File: config.mk
export PLATFORM = sky130hd
export DESIGN_NAME = dedup_keep_nearest_target_list_top
export DESIGN_NICKNAME = d
export VERILOG_FILES = /design/src/rtl/core/dkn_pkg.sv /design/src/rtl/core/dedup_keep_nearest_target_list_top.sv
export SDC_FILE = /design/constraint.sdc
export NUM_CORES = 2
export LEC_CHECK = 0
export BUFFER_PORTS_ARGS = -buffer_cell sky130_fd_sc_hd__clkbuf_2
export CORE_MARGIN = 2
export CORE_UTILIZATION = 61
export CTS_BUF_LIST = sky130_fd_sc_hd__clkbuf_8
export CTS_CLUSTER_SIZE = 24
export DETAILED_ROUTE_END_ITERATION = 12
export PLACE_DENSITY = 0.84
export SYNTH_ARGS = -nofsm -noshare
export SYNTH_HDL_FRONTEND = slang
export SYNTH_SLANG_ARGS = --single-unit
File: constraint.sdc
create_clock -name clk -period 13.75 [get_ports clk]
set_clock_uncertainty 0.05 [all_clocks]
set_input_delay 2.75 -clock clk [delete_from_list [all_inputs] [get_ports clk]]
set_output_delay 2.75 -clock clk [all_outputs]
set_load 0.02 [all_outputs]
File: src/rtl/core/dkn_pkg.sv
// shared types and constants for the nearest-target list block
// no dependencies

package dkn_pkg;

  localparam int MAX_ENTRIES = 16;
  localparam int IDX_W       = (MAX_ENTRIES > 1) ? $clog2(MAX_ENTRIES) : 1;
  localparam int CNT_W       = $clog2(MAX_ENTRIES + 1);
  localparam int COORD_W     = 24;
  localparam int DIFF_W      = COORD_W + 1;
  localparam int PROD_W      = 2 * DIFF_W;
  localparam int TAG_W       = 8;
  localparam int RADIUS_W    = 16;
  localparam logic [RADIUS_W-1:0] RADIUS_RESET = 16'd500;

  localparam int IN_DATA_W  = 104;
  localparam int OUT_DATA_W = 72;

  typedef enum logic [1:0] {
    OC_APPENDED   = 2'd0,
    OC_REPLACED   = 2'd1,
    OC_DUPLICATE  = 2'd2,
    OC_NOT_CLOSER = 2'd3
  } outcome_t;

  typedef struct packed {
    logic [TAG_W-1:0]          tag;
    logic signed [COORD_W-1:0] y;
    logic signed [COORD_W-1:0] x;
  } entry_t;

endpackage

File: src/rtl/core/dedup_keep_nearest_target_list_top.sv
// target list with radius dedup, keeping the targets nearest the robot
// depends on dkn_pkg (entry type, outcome codes, sizes)
//
// usage: offer one target plus the robot position per input beat on in_*;
// one result beat per offer comes out on out_* (outcome, removed slot,
// entry count, first list entry). cfg_we with cfg_wdata sets the dedup
// radius (reset 500), to be written only while the block is idle.
// every distance goes through one shared squaring unit, point by point
// (difference squared for x, then y, then sum and compare), and each entry
// is read from the list memory in a read step of its own before that.
// an offer scans the entries in order, and a duplicate hit stops the scan;
// with room left the offer is appended after the scan. on a full list the
// offer's own distance to the robot is formed, then every entry's, to find the
// farthest; a closer offer removes it, shifts later entries down, is appended.
// in_tready is high only while idle; one offer is worked on at a time, and the
// next offer is taken in the cycle after the result is loaded at the earliest.
// reset empties the list and the output register; the memory is not cleared.
// when the receiver stalls, the result waits in the output register; the block
// takes the next offer and holds in its final step until that beat is taken.

module dedup_keep_nearest_target_list_top
  import dkn_pkg::*;
(
  input  logic                  clk,
  input  logic                  rst_n,
  input  logic                  cfg_we,
  input  logic [RADIUS_W-1:0]   cfg_wdata,
  input  logic                  in_tvalid,
  output logic                  in_tready,
  // item_x, item_y, item_tag, robot_x, robot_y
  input  logic [IN_DATA_W-1:0]  in_tdata,
  output logic                  out_tvalid,
  input  logic                  out_tready,
  // outcome, removed_slot, entry_count, front_x, front_y, front_tag, zero pad
  output logic [OUT_DATA_W-1:0] out_tdata
);

  typedef enum logic [4:0] {
    S_IDLE, S_THR,
    S_DRD, S_DSX, S_DSY, S_DCMP,
    S_NSX, S_NSY, S_NCMP,
    S_FRD, S_FSX, S_FSY, S_FCMP, S_FDEC,
    S_SHRD, S_SHWR, S_APPEND, S_DONE
  } state_t;

  state_t                 state_r;
  logic [RADIUS_W-1:0]    radius_r;
  entry_t                 item_r;
  logic signed [COORD_W-1:0] robot_x_r, robot_y_r;
  logic [CNT_W-1:0]       cnt_r;
  logic [IDX_W-1:0]       idx_r;
  logic [IDX_W-1:0]       far_idx_r;
  logic [PROD_W-1:0]      prod_r, acc_r, thresh_r, new_d_r, far_d_r;
  outcome_t               outcome_r;
  logic [IDX_W-1:0]       removed_r;
  entry_t                 front_r;
  entry_t                 rd_r;
  entry_t                 entry_mem_r [MAX_ENTRIES];
  logic                   out_valid_r;
  logic [OUT_DATA_W-1:0]  out_data_r;
  logic [OUT_DATA_W-1:0]  out_data_nxt;

  // shared distance unit
  logic                   use_rd_a, use_rd_b, use_y;
  logic signed [COORD_W-1:0] ax, ay, bx, by;
  logic signed [DIFF_W-1:0]  dx, dy, mul_a;
  logic signed [PROD_W-1:0]  mul_p;
  logic [PROD_W-1:0]      dist_sum;

  assign use_rd_a = (state_r == S_FSX) || (state_r == S_FSY);
  assign use_rd_b = (state_r == S_DSX) || (state_r == S_DSY);
  assign use_y    = (state_r == S_DSY) || (state_r == S_NSY) || (state_r == S_FSY);
  assign ax = use_rd_a ? rd_r.x : item_r.x;
  assign ay = use_rd_a ? rd_r.y : item_r.y;
  assign bx = use_rd_b ? rd_r.x : robot_x_r;
  assign by = use_rd_b ? rd_r.y : robot_y_r;
  assign dx = {ax[COORD_W-1], ax} - {bx[COORD_W-1], bx};
  assign dy = {ay[COORD_W-1], ay} - {by[COORD_W-1], by};

  always_comb begin
    if (state_r == S_THR) begin
      mul_a = $signed({{(DIFF_W-RADIUS_W){1'b0}}, radius_r});
    end else if (use_y) begin
      mul_a = dy;
    end else begin
      mul_a = dx;
    end
  end

  assign mul_p    = mul_a * mul_a;
  assign dist_sum = acc_r + prod_r;

  // list memory
  logic                   mem_we, mem_re;
  logic [IDX_W-1:0]       wr_addr, rd_addr;
  entry_t                 wr_data;

  assign mem_we  = (state_r == S_SHWR) || (state_r == S_APPEND);
  assign wr_addr = (state_r == S_APPEND) ? cnt_r[IDX_W-1:0] : idx_r;
  assign wr_data = (state_r == S_APPEND) ? item_r : rd_r;
  assign mem_re  = (state_r == S_DRD) || (state_r == S_FRD) || (state_r == S_SHRD);
  assign rd_addr = (state_r == S_SHRD) ? IDX_W'(idx_r + 1'b1) : idx_r;

  always_ff @(posedge clk) begin
    if (mem_we) begin
      entry_mem_r[wr_addr] <= wr_data;
    end
    if (mem_re) begin
      rd_r <= entry_mem_r[rd_addr];
    end
  end

  // sequencer
  logic [CNT_W-1:0] idx_ext, cnt_m1;
  logic             at_last;
  logic             out_free;
  logic             out_load;

  assign idx_ext  = CNT_W'(idx_r);
  assign cnt_m1   = CNT_W'(cnt_r - 1'b1);
  assign at_last  = (idx_ext == cnt_m1);
  assign out_free = !out_valid_r || out_tready;
  assign out_load = (state_r == S_DONE) && out_free;

  // result beat
  always_comb begin
    out_data_nxt       = '0;
    out_data_nxt[1:0]  = outcome_r;
    out_data_nxt[5:2]  = 4'(removed_r);
    out_data_nxt[10:6] = 5'(cnt_r);
    if (cnt_r != '0) begin
      out_data_nxt[34:11] = front_r.x;
      out_data_nxt[58:35] = front_r.y;
      out_data_nxt[66:59] = front_r.tag;
    end
  end

  always_ff @(posedge clk) begin
    if (!rst_n) begin
      state_r     <= S_IDLE;
      radius_r    <= RADIUS_RESET;
      cnt_r       <= '0;
      out_valid_r <= 1'b0;
    end else begin
      if (cfg_we) begin
        radius_r <= cfg_wdata;
      end
      if (out_load) begin
        out_valid_r <= 1'b1;
        out_data_r  <= out_data_nxt;
      end else if (out_tready) begin
        out_valid_r <= 1'b0;
      end
      unique case (state_r)
        S_IDLE: begin
          if (in_tvalid) begin
            item_r    <= in_tdata[55:0];
            robot_x_r <= in_tdata[79:56];
            robot_y_r <= in_tdata[103:80];
            idx_r     <= '0;
            removed_r <= '0;
            state_r   <= S_THR;
          end
        end
        S_THR: begin
          thresh_r <= PROD_W'(mul_p);
          if (cnt_r == '0) begin
            outcome_r <= OC_APPENDED;
            state_r   <= S_APPEND;
          end else begin
            state_r <= S_DRD;
          end
        end
        S_DRD: state_r <= S_DSX;
        S_DSX: begin
          prod_r  <= PROD_W'(mul_p);
          state_r <= S_DSY;
        end
        S_DSY: begin
          acc_r   <= prod_r;
          prod_r  <= PROD_W'(mul_p);
          state_r <= S_DCMP;
        end
        S_DCMP: begin
          if (dist_sum < thresh_r) begin
            outcome_r <= OC_DUPLICATE;
            state_r   <= S_DONE;
          end else if (!at_last) begin
            idx_r   <= IDX_W'(idx_r + 1'b1);
            state_r <= S_DRD;
          end else if (cnt_r < CNT_W'(MAX_ENTRIES)) begin
            outcome_r <= OC_APPENDED;
            state_r   <= S_APPEND;
          end else begin
            state_r <= S_NSX;
          end
        end
        S_NSX: begin
          prod_r  <= PROD_W'(mul_p);
          state_r <= S_NSY;
        end
        S_NSY: begin
          acc_r   <= prod_r;
          prod_r  <= PROD_W'(mul_p);
          state_r <= S_NCMP;
        end
        S_NCMP: begin
          new_d_r <= dist_sum;
          idx_r   <= '0;
          state_r <= S_FRD;
        end
        S_FRD: state_r <= S_FSX;
        S_FSX: begin
          prod_r  <= PROD_W'(mul_p);
          state_r <= S_FSY;
        end
        S_FSY: begin
          acc_r   <= prod_r;
          prod_r  <= PROD_W'(mul_p);
          state_r <= S_FCMP;
        end
        S_FCMP: begin
          if ((idx_r == '0) || (dist_sum > far_d_r)) begin
            far_d_r   <= dist_sum;
            far_idx_r <= idx_r;
          end
          if (at_last) begin
            state_r <= S_FDEC;
          end else begin
            idx_r   <= IDX_W'(idx_r + 1'b1);
            state_r <= S_FRD;
          end
        end
        S_FDEC: begin
          if (new_d_r >= far_d_r) begin
            outcome_r <= OC_NOT_CLOSER;
            state_r   <= S_DONE;
          end else begin
            outcome_r <= OC_REPLACED;
            removed_r <= far_idx_r;
            idx_r     <= far_idx_r;
            cnt_r     <= cnt_m1;
            state_r   <= S_SHRD;
          end
        end
        S_SHRD: begin
          if (idx_ext == cnt_r) begin
            state_r <= S_APPEND;
          end else begin
            state_r <= S_SHWR;
          end
        end
        S_SHWR: begin
          if (idx_r == '0) begin
            front_r <= rd_r;
          end
          idx_r   <= IDX_W'(idx_r + 1'b1);
          state_r <= S_SHRD;
        end
        S_APPEND: begin
          if (cnt_r == '0) begin
            front_r <= item_r;
          end
          cnt_r   <= CNT_W'(cnt_r + 1'b1);
          state_r <= S_DONE;
        end
        S_DONE: begin
          if (out_free) begin
            state_r <= S_IDLE;
          end
        end
        default: state_r <= S_IDLE;
      endcase
    end
  end

  assign in_tready  = (state_r == S_IDLE);
  assign out_tvalid = out_valid_r;
  assign out_tdata  = out_data_r;

endmodule
==> impl_metrics.ini <==
[synth]
ys_seq_elements = 1467
syn_inst = 5737
synth_edf_count = 1440
ys.flop_type = edfxtp_1
synth_top_area_share_pct = 52.3
synth-seq-area-share_pct = 53.0
yosysTopAreaCell = edfxtp_1
synthArstFlopShare_pct = 0
ys_types = 78
synth.area.top_cells = edfxtp_1 (52%), fa_1 (15%), mux4_2 (7.6%)
synth_area_mm2 = 0.0826
yosysWarnings = 0
syn_area_per_cell_um2 = 14.4

[drt]
drtAntennaViolNets = 0
drtIter0Drc = 5700
vias = 49800
viasPerCell = 6.23
postRouteWirelength_um = 215000
drt_pass1_iterations = 8
wl_per_cell_um = 26.9
drc_errors = 0

[sta]
tightest_slew_ns = 1.18
max-slew-margin-rel_pct = 21.2
clock.fmax_mhz = 77.1
finalSetupViolations = 0
period_minus_slack_ns = 12.97
hold_viol = 0
rsz0062_at_grt = false
tns_ns = 0
finalCritPeriodShare_pct = 94.3
slew_violations = 0

[die]
io_pins = 199
fp.dieH_um = 372
rows = 135
core_area_mm2 = 0.135
dieArea_mm2 = 0.138
start_util_pct = 61.2
dieWidth_um = 372

[grt]
grt_pass1_wl_um = 322000
grt_usage_pct = 31.8
grt_pass1_vias = 52400
grt_max_degree = 142
grt-ovfl-total = 0
grt_antenna_before_repair = 17

[setup_path]
reg2reg_from = state_r[1]
r2r-end = thresh_r[48]
reg2reg_slack_ns = 0.78
path_class = flop to flop
crit_slowest_cell = clkinv_1
startpoint_type = flop
slowest_delay_ns = 1.02
crit_fanout = 24
end_kind = flop
worst-r2r-cell-count = 34
path_common_cell = fa_1
critPathRequiredTime_ns = 14.41
worstPathArrival_ns = 13.63

[hold_path]
hold_start = removed_r[3]
hold_depth = 0
hold_class = flop to flop
min_to = out_tdata[5]

[placement]
dp.cells = 7579
hpwl_um = 145000
numPortBuffers = 193
gp_congestion = 0.956

[finish]
final_nets = 7152
area_delta_synth_final_pct = 9.24
num-fill-cells = 8906
drive_gt1_share_pct = 15.2
final_util_pct = 66.9
final_cells = 7995

[clocking]
holdBufCountCts = 0
cts_tree = done
clock-root-buffer = clkbuf_8
clock_latency_ns = 0.98
cts_sinks = 1467
clk_pin_slew_ns = 0.08
cts_setup_buffers = 0
cts-buffers-inserted = 220
cts_resized = 0
htree_levels = 4
clk_path_buf_depth = 3

[status]
status = completed

[run]
drv_cap = 0
registers in the layout, indices dropped and copies added (netlist names), 16 cells and up:
register,flops
prod_r,49
acc_r,49
robot_x_r,24
robot_y_r,24
thresh_r,49
front_r,56
new_d_r,50
rd_r,56
out_tdata,67
far_d_r,50
entry_mem_r,896
item_r,56
radius_r,16
cells in the final DEF (no fill, tap or decap), types with 27 or more instances in the layout:
| cell type | n |
|---|---|
| clkinv_1 | 67 |
| and2_1 | 72 |
| a21o_1 | 146 |
| nand3_1 | 38 |
| mux2_2 | 50 |
| buf_4 | 67 |
| nand4_1 | 61 |
| o21a_1 | 30 |
| dfxtp_1 | 27 |
| o21ai_0 | 92 |
| xnor2_1 | 99 |
| ha_1 | 396 |
| inv_1 | 831 |
| a21oi_1 | 164 |
| nor2b_1 | 37 |
| nand2_1 | 472 |
| fa_1 | 611 |
| clkinv_2 | 27 |
| mux2i_1 | 70 |
| mux4_2 | 280 |
| xor2_1 | 50 |
| clkbuf_8 | 229 |
| clkbuf_2 | 193 |
| nor3_1 | 37 |
| nor2_1 | 299 |
| edfxtp_1 | 1440 |
worst max path at each step:
stage                    start           end  slack, ns  cells after the start
floorplan           state_r[4]    prod_r[44]       2.92                     39
global placement    state_r[3]    prod_r[48]       1.41                     35
detailed placement  state_r[1]    prod_r[48]       1.19                     34
CTS                 state_r[1]  thresh_r[48]       1.05                     34
global route        state_r[0]    prod_r[44]       0.34                     38
finish              state_r[1]  thresh_r[48]       0.78                     34
area by class of cell:
class | count | area (um2) | area share (%)
Antenna cell | 8 | 20.0 | 0.0222
Clock buffer | 229 | 3150 | 3.49
Clock inverter | 179 | 1260 | 1.40
Inverter | 782 | 2940 | 3.25
Multi-Input combinational cell | 3285 | 35300 | 39.1
Sequential cell | 1467 | 43800 | 48.5
Tap cell | 1781 | 2230 | 2.47
Timing Repair Buffer | 264 | 1550 | 1.72
critical path: cells and delay by family (launching register included):
kind	cells	cell delay (ns)
adders and majority gates	9	4.37
AOI/OAI and AO/OA	11	3.93
xor gates and xnor gates	1	0.18
DFF	1	0.71
buffers and inverters	4	1.50
muxes	1	0.22
and+or+nand+nor	8	1.75
synth_stat cells, types with 7 or more instances:
cell / number
a211oi_1: 15
and3_1: 15
mux4_2: 280
o21a_1: 30
nor2b_1: 37
a21o_1: 146
o31ai_1: 9
nand2_1: 472
nand4_1: 61
or2_2: 7
a2111oi_0: 9
xor2_1: 50
a21boi_0: 8
clkbuf_1: 139
buf_1: 18
a31o_2: 7
and2_1: 73
edfxtp_1: 1440
fa_1: 611
o21bai_1: 24
o211ai_1: 9
a21oi_1: 165
mux2_2: 50
dfxtp_1: 27
xnor2_1: 102
nand3_1: 39
a211o_1: 10
nand2b_1: 14
o21ai_0: 92
a31oi_1: 25
nor2_1: 320
nor3_1: 37
buf_2: 43
inv_1: 774
buf_4: 7
ha_1: 396
mux2i_1: 71
metal layers:
layer	vias to the layer above	wire length, um	global-route usage, %
met5	-	136	0
met4	22	10600	15.1
met3	628	25400	8.19
met2	3262	102000	50.1
met1	24900	77300	41.7
li1	20900	-	-
metrics by stage:
step,hold slack (ns),cell area [um2],setup WS (ns)
CTS,0.391,90200,1.05
global route,0.425,90200,0.341
floorplan,0.350,82600,2.92
detailed placement,0.360,85800,1.19
finish,0.396,90300,0.785
global placement,0.389,85800,1.41
cells by family after synthesis:
family	after synthesis	synth area share (%)
AOI/OAI and AO/OA	610	4.86
xor gates and xnor gates	152	1.61
adders and majority gates	1007	20.8
buffers and inverters	989	4.59
DFF	1467	53.0
muxes	401	9.17
other	1	0.00454
and+or+nand+nor	1110	5.96
Power is left out: the tool's default activity adds up to more than one toggle a clock period on the data nets, which glitch-free logic cannot reach.
